## config.mk

```make
export PLATFORM = sky130hd
export DESIGN_NAME = lifo_stack_allocator
export DESIGN_NICKNAME = d
export VERILOG_FILES = /design/src/hdl/lsa_pkg.sv /design/src/hdl/lsa_cell.sv /design/src/hdl/lsa_stack.sv /design/src/hdl/lifo_stack_allocator.sv
export SDC_FILE = /design/constraint.sdc
export NUM_CORES = 2
export LEC_CHECK = 0
export BUFFER_PORTS_ARGS = -buffer_cell sky130_fd_sc_hd__buf_2
export CORE_MARGIN = 4
export CORE_UTILIZATION = 35
export DETAILED_ROUTE_END_ITERATION = 10
export PLACE_DENSITY = 0.6
export SYNTH_ARGS = -nofsm -noshare
export SYNTH_HDL_FRONTEND = slang
export SYNTH_SLANG_ARGS = --single-unit
```

## constraint.sdc

```tcl
create_clock -name clk -period 64.6 [get_ports clk]
set_input_delay 6.46 -clock clk [delete_from_list [all_inputs] [get_ports clk]]
set_output_delay 6.46 -clock clk [all_outputs]
set_load 0.1 [all_outputs]
```

## src/hdl/lsa_pkg.sv

```systemverilog
// shared types, codes and sizes for the lifo stack allocator
package lsa_pkg;

	// default sizes
	localparam int unsigned MAX_BLOCKS_DEF   = 16;
	localparam int unsigned HEADER_BYTES_DEF = 8;

	// field widths
	localparam int unsigned ADDR_W   = 32;
	localparam int unsigned ALIGN_W  = 8;
	localparam int unsigned ADJ_W    = 8;
	localparam int unsigned STATUS_W = 3;
	localparam int unsigned LIVE_W   = 5;

	// command codes
	localparam logic CMD_ALLOC = 1'b0;
	localparam logic CMD_FREE  = 1'b1;

	// status codes
	localparam logic [STATUS_W-1:0] STATUS_OK        = 3'd0;
	localparam logic [STATUS_W-1:0] STATUS_ZERO_SIZE = 3'd1;
	localparam logic [STATUS_W-1:0] STATUS_NO_ROOM   = 3'd2;
	localparam logic [STATUS_W-1:0] STATUS_BAD_FREE  = 3'd3;
	localparam logic [STATUS_W-1:0] STATUS_FULL      = 3'd4;

	// configuration register indexes
	localparam logic REG_BASE_ADDRESS = 1'b0;
	localparam logic REG_TOTAL_SIZE   = 1'b1;

	// request transfer
	typedef struct packed {
		logic               cmd;
		logic [ADDR_W-1:0]  request_size;
		logic [ALIGN_W-1:0] align_bytes;
		logic [ADDR_W-1:0]  free_address;
	} lsa_req_t;

	// result transfer
	typedef struct packed {
		logic [ADDR_W-1:0]   block_address;
		logic [STATUS_W-1:0] status;
		logic [ADDR_W-1:0]   bytes_in_use;
		logic [LIVE_W-1:0]   live_blocks;
	} lsa_rsp_t;

	// per-block header kept in the cell row
	typedef struct packed {
		logic [ADDR_W-1:0] prev_block;
		logic [ADJ_W-1:0]  adjust;
	} lsa_entry_t;

	// shift control for the cell row
	typedef struct packed {
		logic push;
		logic pop;
	} lsa_stk_ctl_t;

endpackage

```

## src/hdl/lsa_cell.sv

```systemverilog
// one header cell of the stack: takes from the cell above on push, below on pop
module lsa_cell import lsa_pkg::*; (
	input  logic         clk,
	input  lsa_stk_ctl_t ctl,
	input  lsa_entry_t   from_above,
	input  lsa_entry_t   from_below,
	output lsa_entry_t   entry
);

	lsa_entry_t entry_q;

	// shift one place per push or pop
	always_ff @(posedge clk) begin
		if (ctl.push) begin
			entry_q <= from_above;
		end else if (ctl.pop) begin
			entry_q <= from_below;
		end
	end

	assign entry = entry_q;

endmodule

```

## src/hdl/lsa_stack.sv

```systemverilog
// row of header cells, cell zero holds the top block's header
module lsa_stack import lsa_pkg::*; #(
	parameter int unsigned MAX_BLOCKS = MAX_BLOCKS_DEF
) (
	input  logic         clk,
	input  lsa_stk_ctl_t ctl,
	input  lsa_entry_t   push_entry,
	output lsa_entry_t   top_entry
);

	lsa_entry_t cells [MAX_BLOCKS];

	// chain the cells, the bottom one pulls in an empty header on pop
	for (genvar i = 0; i < MAX_BLOCKS; i++) begin : g_cell
		lsa_entry_t above;
		lsa_entry_t below;

		if (i == 0) begin : g_first
			assign above = push_entry;
		end else begin : g_rest
			assign above = cells[i-1];
		end

		if (i == MAX_BLOCKS - 1) begin : g_last
			assign below = '0;
		end else begin : g_inner
			assign below = cells[i+1];
		end

		lsa_cell u_cell (
			.clk        (clk),
			.ctl        (ctl),
			.from_above (above),
			.from_below (below),
			.entry      (cells[i])
		);
	end

	assign top_entry = cells[0];

endmodule

```

## src/hdl/lifo_stack_allocator.sv

```systemverilog
// lifo stack allocator: one request at a time over a base/size region
// each request is latched, its alignment calculated, then it is committed;
// a new request is taken only when idle (busy low), not while one is in flight
// the receiver cannot stall; done is high for exactly one cycle per request
// reset clears the region registers, top, used count and block count at once;
// header cells are not cleared and are only read once written
module lifo_stack_allocator import lsa_pkg::*; #(
	parameter int unsigned MAX_BLOCKS   = MAX_BLOCKS_DEF,
	parameter int unsigned HEADER_BYTES = HEADER_BYTES_DEF
) (
	input  logic              clk,
	input  logic              arst_n,
	input  logic              cfg_we,
	input  logic              cfg_index,
	input  logic [ADDR_W-1:0] cfg_wdata,
	input  logic              start,
	input  lsa_req_t          req,
	output logic              busy,
	output logic              done,
	output lsa_rsp_t          rsp
);

	localparam int unsigned      CNT_W = $clog2(MAX_BLOCKS + 1);
	localparam logic [CNT_W-1:0] CNT_FULL = CNT_W'(MAX_BLOCKS);
	localparam logic [ADJ_W-1:0] HDR = ADJ_W'(HEADER_BYTES);

	typedef enum logic [1:0] {
		ST_IDLE,
		ST_CALC,
		ST_COMMIT
	} state_t;

	state_t            state_q;
	lsa_req_t          req_q;
	logic [ADDR_W-1:0] base_q;
	logic [ADDR_W-1:0] total_q;
	logic [ADDR_W-1:0] top_q;
	logic [ADDR_W-1:0] top_block_q;
	logic [ADDR_W-1:0] used_q;
	logic [CNT_W-1:0]  count_q;
	logic              done_q;
	lsa_rsp_t          rsp_q;

	logic [ADJ_W-1:0]  adj_s1;
	logic [ADDR_W-1:0] remaining_s1;
	logic              match_s1;

	lsa_stk_ctl_t      stk_ctl;
	lsa_entry_t        push_entry;
	lsa_entry_t        top_entry;

	// configuration registers
	always_ff @(posedge clk or negedge arst_n) begin
		if (!arst_n) begin
			base_q  <= '0;
			total_q <= '0;
		end else if (cfg_we) begin
			case (cfg_index)
				REG_BASE_ADDRESS: base_q  <= cfg_wdata;
				REG_TOTAL_SIZE:   total_q <= cfg_wdata;
				default:          ;
			endcase
		end
	end

	// alignment padding on the absolute top address
	logic [ADDR_W-1:0]  abs_top;
	logic [ALIGN_W-1:0] align_n;
	logic [ADJ_W-1:0]   mask;
	logic [ADJ_W-1:0]   misalign;
	logic [ADJ_W-1:0]   adj_base;
	logic [ADJ_W-1:0]   need;
	logic [ADJ_W-1:0]   adj_calc;
	logic [ADDR_W-1:0]  remaining_calc;

	always_comb begin
		abs_top = base_q + top_q;
		if (req_q.align_bytes != '0 &&
		    (req_q.align_bytes & (req_q.align_bytes - ALIGN_W'(1))) == '0) begin
			align_n = req_q.align_bytes;
		end else begin
			align_n = ALIGN_W'(1);
		end
		mask     = align_n - ADJ_W'(1);
		misalign = abs_top[ADJ_W-1:0] & mask;
		adj_base = (align_n - misalign) & mask;
		need     = HDR - adj_base;
		if (adj_base < HDR) begin
			adj_calc = adj_base + ((need + mask) & ~mask);
		end else begin
			adj_calc = adj_base;
		end
		remaining_calc = (used_q > total_q) ? '0 : total_q - used_q;
	end

	// commit decision
	logic [ADDR_W:0]     required;
	logic [ADDR_W-1:0]   blk_start;
	logic [ADDR_W-1:0]   pop_adj;
	logic [STATUS_W-1:0] status_c;
	logic                do_push;
	logic                do_pop;

	always_comb begin
		required  = {1'b0, req_q.request_size} + (ADDR_W+1)'(adj_s1);
		blk_start = top_q + ADDR_W'(adj_s1);
		pop_adj   = ADDR_W'(top_entry.adjust);
		do_push   = 1'b0;
		do_pop    = 1'b0;
		if (req_q.cmd == CMD_ALLOC) begin
			if (req_q.request_size == '0) begin
				status_c = STATUS_ZERO_SIZE;
			end else if (required > {1'b0, remaining_s1}) begin
				status_c = STATUS_NO_ROOM;
			end else if (count_q >= CNT_FULL) begin
				status_c = STATUS_FULL;
			end else begin
				status_c = STATUS_OK;
				do_push  = 1'b1;
			end
		end else begin
			if (count_q == '0 || !match_s1) begin
				status_c = STATUS_BAD_FREE;
			end else begin
				status_c = STATUS_OK;
				do_pop   = 1'b1;
			end
		end
	end

	assign stk_ctl.push = (state_q == ST_COMMIT) && do_push;
	assign stk_ctl.pop  = (state_q == ST_COMMIT) && do_pop;
	assign push_entry.prev_block = top_block_q;
	assign push_entry.adjust     = adj_s1;

	lsa_stack #(
		.MAX_BLOCKS (MAX_BLOCKS)
	) u_stack (
		.clk        (clk),
		.ctl        (stk_ctl),
		.push_entry (push_entry),
		.top_entry  (top_entry)
	);

	// sequencer, allocator state and result register
	always_ff @(posedge clk or negedge arst_n) begin
		if (!arst_n) begin
			state_q      <= ST_IDLE;
			req_q        <= '0;
			top_q        <= '0;
			top_block_q  <= '0;
			used_q       <= '0;
			count_q      <= '0;
			adj_s1       <= '0;
			remaining_s1 <= '0;
			match_s1     <= 1'b0;
			done_q       <= 1'b0;
			rsp_q        <= '0;
		end else begin
			done_q <= (state_q == ST_COMMIT);
			case (state_q)
				ST_IDLE: begin
					if (start) begin
						req_q   <= req;
						state_q <= ST_CALC;
					end
				end
				ST_CALC: begin
					adj_s1       <= adj_calc;
					remaining_s1 <= remaining_calc;
					match_s1     <= (req_q.free_address == base_q + top_block_q);
					state_q      <= ST_COMMIT;
				end
				ST_COMMIT: begin
					rsp_q.status <= status_c;
					if (do_push) begin
						top_block_q         <= blk_start;
						top_q               <= blk_start + req_q.request_size;
						used_q              <= used_q + required[ADDR_W-1:0];
						count_q             <= count_q + CNT_W'(1);
						rsp_q.block_address <= base_q + blk_start;
						rsp_q.bytes_in_use  <= used_q + required[ADDR_W-1:0];
						rsp_q.live_blocks   <= LIVE_W'(count_q + CNT_W'(1));
					end else if (do_pop) begin
						top_block_q         <= top_entry.prev_block;
						top_q               <= top_block_q - pop_adj;
						used_q              <= used_q - ((top_q - top_block_q) + pop_adj);
						count_q             <= count_q - CNT_W'(1);
						rsp_q.block_address <= '0;
						rsp_q.bytes_in_use  <= used_q - ((top_q - top_block_q) + pop_adj);
						rsp_q.live_blocks   <= LIVE_W'(count_q - CNT_W'(1));
					end else begin
						rsp_q.block_address <= '0;
						rsp_q.bytes_in_use  <= used_q;
						rsp_q.live_blocks   <= LIVE_W'(count_q);
					end
					state_q <= ST_IDLE;
				end
				default: begin
					state_q <= ST_IDLE;
				end
			endcase
		end
	end

	assign busy = (state_q != ST_IDLE);
	assign done = done_q;
	assign rsp  = rsp_q;

endmodule

```

Yosys cells after proc, flatten, opt, wreduce, memory -nomap -nowiden --
Cells that the tools add are included.
Word-level totals: input bits 110, output and inout port bits 74, logic and storage cells 161, bits in registers 994
Cells by class: reduce and logical (&&, ||, !) cells 17, mux-type cells 59, equality and inequality tests 4, $add $sub $neg 20, order comparisons 4, bitwise logic cells 6
Operators with widths (count):
- two-way mux 40 bit | 32
- two-way mux 32 bit | 8
- adder 32 bit | 4
- subtractor 32 bit | 3
- two-way mux 37 bit | 2
- adder 32 x 8 -> 32 bit | 2
- adder 32 x 8 -> 33 bit | 1
- greater-than comparator 33 x 32 -> 1 bit | 1
- bitwise AND 8 bit | 4
- == test 32 bit | 1
- greater-than comparator 32 bit | 1
- logical NOT 32 bit | 1
- subtractor 32 x 8 -> 32 bit | 1
- adder 8 bit | 3
- two-way mux 8 bit | 2
- subtractor 8 x 1 -> 8 bit (second input constant) | 2
- two-way mux 3 bit | 4
- two-way mux 5 bit | 2
- logical NOT 8 bit | 1
- less-than comparator 8 x 4 -> 1 bit (second input constant) | 1
- NOT 8 bit | 1
- AND reduction 2 bit | 4
- nonzero test 8 bit | 1
- subtractor 4 x 8 -> 8 bit (first input constant) | 1
- other kinds (17) | 27

Depth between registers and ports, before layout --
depth in word-level cells 14, mapped depth 28, depth with buffers taken out 26

Modules after synthesis --
A second synthesis with hierarchy kept.
Second synthesis, totals: cells, all modules 4664, area total of the unflattened synthesis 59553.4 µm²
Modules (own cells, without submodules):
- lsa_cell | instances 16, cells each 86, seq. area each 1201.2 µm², area an instance 1895.6 µm²
- lifo_stack_allocator | instances 1, cells each 3287, seq. area each 8858.5 µm², area an instance 29220.5 µm²
- lsa_stack | instances 1, cells each 1, seq. area each 0.0 µm², area an instance 3.8 µm²

Least setup slack after synthesis --
Ideal clock, no wire load.
path kind reg-to-reg, start register req_q[40] (netlist bit), end register u_stack.g_cell[0].u_cell.entry_q (netlist bit u_stack.g_cell[0].u_cell.entry[0]), enable pin, path slack 41.683 ns, buffers on the path 1, stages on the path, launching flop included 22, library setup time 1.259 ns, arrival time 21.657 ns, cells stage by stage dfrtp_1 > ha_1 > fa_1 > a21o_1 > a21oi_1 > o21bai_1 > a21oi_2 > a211oi_2 > nor2b_1 > nand4_1 > xnor2_1 > ha_1 > a2111o_1 > a21oi_1 > o211ai_1 > a211oi_1 > a211o_1 > nand2_1 > nor2_2 > o21ai_2 > inv_2 > clkbuf_1
On the way: cells in the longest elaborated chain, start to end 7, elaborated cells between the ends (all ways) 8, classes of those cells add/sub (1); order compare (1); mux (3); reduce/logical (3)
Ends and longest elaborated chain:
- start, declared | RTL line lifo_stack_allocator.sv:34 | lsa_req_t req_q;
- start signal, assigned | RTL line lifo_stack_allocator.sv:164 | req_q <= req;
- adder 32 x 8 -> 33 bit | RTL line lifo_stack_allocator.sv:105 | required = {1'b0, req_q.request_size} + (ADDR_W+1)'(adj_s1);
- greater-than comparator 33 x 32 -> 1 bit | RTL line lifo_stack_allocator.sv:113 | end else if (required > {1'b0, remaining_s1}) begin
- two-way mux 1 bit | RTL line lifo_stack_allocator.sv:113
- two-way mux 1 bit (*) | RTL line lifo_stack_allocator.sv:111 | if (req_q.request_size == '0) begin
- two-way mux 1 bit (*) | RTL line lifo_stack_allocator.sv:110 | if (req_q.cmd == CMD_ALLOC) begin
- logical AND 1 bit (*) | RTL line lifo_stack_allocator.sv:131 | assign stk_ctl.push = (state_q == ST_COMMIT) && do_push;
- nonzero test 2 bit (no line) (*)
- end signal, assigned | RTL line lsa_cell.sv:15 | entry_q <= from_above;
- end signal, assigned | RTL line lsa_cell.sv:17 | entry_q <= from_below;
- end, declared | RTL line lsa_cell.sv:10 | lsa_entry_t entry_q;
Mark *: on every way between the ends. The rest lies on a longest branch, timed or not. A chain may end at the register's enable or synchronous reset.

==> metrics.txt <==
routed wire length 155 mm; Max Cap Violations 0; Clock Pin Slew Worst Setup and Hold Paths 0.06 ns; top layer reached by signal wires met4; Hold Slack 0.469 ns; FF-to-FF Start req_q[40]; vias per cell 5.16; Critical Path Sink req_q[25]; total grt overflow 0; CTS H-tree depth 3; final instance area 0.0635 mm2; Setup Skew 0.0713 ns; drt first-iter violations 3942; Synth Register Bits 994; critical path class in -> async; Register-to-Register Path Depth 25; type of element capturing the critical path async pin; Post-CTS Hold Fix Bufs 0; first-pass iteration count of the detailed router 5; Final Hold Fails 0; final setup fails 0; Synth Area in Simple Gates 19.8%; clk buf depth 3; hpwl dp 111 mm; Cell Pwr Density 58.2 mW/mm2; # rows 147; Yosys cell types 119; Synth top area share 33.7%; Post-Syn Area 0.0570 mm2; area delta synth->final 11.3%; Setup crit start arst_n; Placed Cells 8119; Initial Util 35.4%; vias in the first global route 40800; adder-cell share of the synthesized area 8.10%; HP Class reg -> reg; Area contributors post-synth edfxtp_1 34%, dfrtp_1 16%, nand2_1 13%, ha_1 6.3%, xnor2_1 2.9%; met3 wire length 8.38 mm; num ports 184; global-route wire length before repair 239 mm; share of cells above drive strength 1 9.49%; CTS tree yes; status finished, final reports clean; slowest stage cell, crit path buf_4; Metal-1 WL 73.8 mm; Layout Cells excl Fill 8316; ordered list of cells on the worst path buf_8, buf_4, buf_4, buf_4; hold path startpoint rsp[22]; Routed Antenna Nets 0; Residual DRC 0; CP most frequent cell buf_4; largest family of logic cells by synthesized area simple AND/OR/NAND/NOR gates; Critical Path Stages 4; EDFF count, synth 640; gpl congestion 0.927; Slew HR 18.8%; via count 42900; Slew Limit Fails 0; Die Y 412 um; Achievable Freq 0.114 GHz; Placeable Area 0.161 mm2; cts bufs inserted 104; post-synth top area cell edfxtp_1; input/output buffers 183; compound-gate portion of the synthesized area 11.6%; Worst Tran Pin Value 1.22 ns; CP arrival 9.52 ns; cells after synthesis 5986; RR Endpoint u_stack.g_cell[4].u_cell.entry[13]; CP Data Required Time 65.35 ns; register area share after synthesis 49.2%; Leak 27.4 nW; FFs w/ async S/R, synth 35.6%; root buf cell clkbuf_16; CP top delay family buffers and inverters; antenna violations before repair 3; DIE AREA 0.169 mm2; DP Area 0.0599 mm2; Final min period 8.77 ns; die extent in x 412 um; VDD IR max 0.0403 mV; largest net degree at the start of global routing 257; Mean Syn Cell Area 9.53 um2; Post-Synth XOR/XNOR Area 4.35%; Total GRT Usage 17.9%; Tcrit/Tclk final 13.6%; worst-skew pair later-pin latency 0.74 ns; Setup Fix Bufs, Post-CTS 0; WL/cell 18.7 um; final net count 6514; r2r setup slk 55.92 ns; Critical path buffers and inverters 4; DR WL met2 67.8 mm; clock sink count 994; Setup TNS 0 ns; post-cts resize count 0; CP Launch Type primary input; top_reg_cell synth edfxtp_1; RSZ-0062 raised after global routing no; post-synthesis mux area share 3.23%; max incr delay on CP 0.81 ns; YS warnings 0; worst-path maximum fanout 115
==> cell type report <==
cell class / instances / area, um2
clock inverters: 65 / 769
fillers: 16000 / 97800
inverters: 249 / 942
multi-input cells: 4492 / 26900
flip-flops and latches: 994 / 28100
well taps: 2160 / 2700
repair buffers: 224 / 1310
diodes: 3 / 7.51
clock buffers: 129 / 2760
==> placed cells by master (no fill, tap or decap), drive strengths merged, types with 31 or more instances in the layout <==
cell and count:
xor2 91, and2 54, o21a 42, o21ai 260
nor2b 32, nor2 225, a21oi 235, a22o 33
buf 224, clkinv 48, nor3 57, clkbuf 129
nand2 2025, and3 39, mux2i 36, edfxtp 640
ha 289, nand2b 40, a21o 115, fa 50
mux2 131, inv 249, nand4 39, dfrtp 354
a211oi 38, o21bai 31, xnor2 188, a31oi 45
nand3 82
==> worst min path at each step <==
stage / end / slack, ns / cells after the start
2_1_floorplan: match_s1 / 0.44 / 2
3_3_place_gp: rsp[16] / 0.46 / 1
3_5_place_dp: rsp[22] / 0.46 / 2
4_1_cts: rsp[22] / 0.47 / 2
5_1_grt: rsp[16] / 0.49 / 1
6_report: rsp[22] / 0.47 / 2
==> registers in the layout (all words and copies together), names as in the netlist <==
register	flops
u_stack.g_cell.u_cell.entry	640
top_block_q	32
base_q	32
top_q	32
adj_s1	8
state_q	2
req_q	73
remaining_s1	32
done	1
rsp	72
match_s1	1
total_q	32
used_q	32
count_q	5
==> power breakdown <==
part | total, mW | switching (mW) | leakage [nW] | internal (mW)
registers | 0.942 | 0.126 | 10.1 | 0.817
logic | 2.13 | 1.35 | 15.6 | 0.773
clock network | 0.626 | 0.269 | 1.72 | 0.357
==> synthesized netlist by cell type (65+ instances only) <==
library cell	count
a21o_1	113
a21oi_1	231
buf_2	65
clkbuf_1	151
dfrtp_1	354
edfxtp_1	640
ha_1	289
inv_1	246
mux2_2	131
nand2_1	2025
nand3_1	81
nor2_1	224
o21ai_0	251
xnor2_1	187
xor2_1	90
==> routing by layer <==
layer	up-vias	GRT usage [%]
met2	1112	27.3
li1	20800	-
met3	226	2.54
met4	0	6.40
met1	20800	25.8
met5	-	0
==> worst register-to-register path, delay by kind of cell (launching register included) <==
kind / cells / cell delay, ns
DFF: 1 / 0.44
xor gates and xnor gates: 1 / 0.20
and+or+nand+nor: 4 / 0.68
AOI/OAI and AO/OA: 11 / 2.53
adders and majority gates: 3 / 1.02
buffers and inverters: 6 / 3.46
==> cell families (layout without fill, tap and decap cells) <==
logic type	after synthesis	in the layout
and+or+nand+nor	2703	2703
AOI/OAI and AO/OA	1000	1000
DFF	994	994
buffers and inverters	501	667
adders and majority gates	339	339
xor gates and xnor gates	280	280
muxes	167	167
other	2	6
==> stage by stage <==
stage | setup slack, ns | util [%] | power (mW)
floorplan | 41.68 | - | 2.51
global placement | 54.94 | 37.2 | 3.02
detailed placement | 54.87 | 37.2 | 3.05
CTS | 55.70 | 39.4 | 3.69
global route | 55.31 | 39.4 | 3.96
finish | 55.83 | 39.4 | 3.70
(Power assumes the default switching activity.)
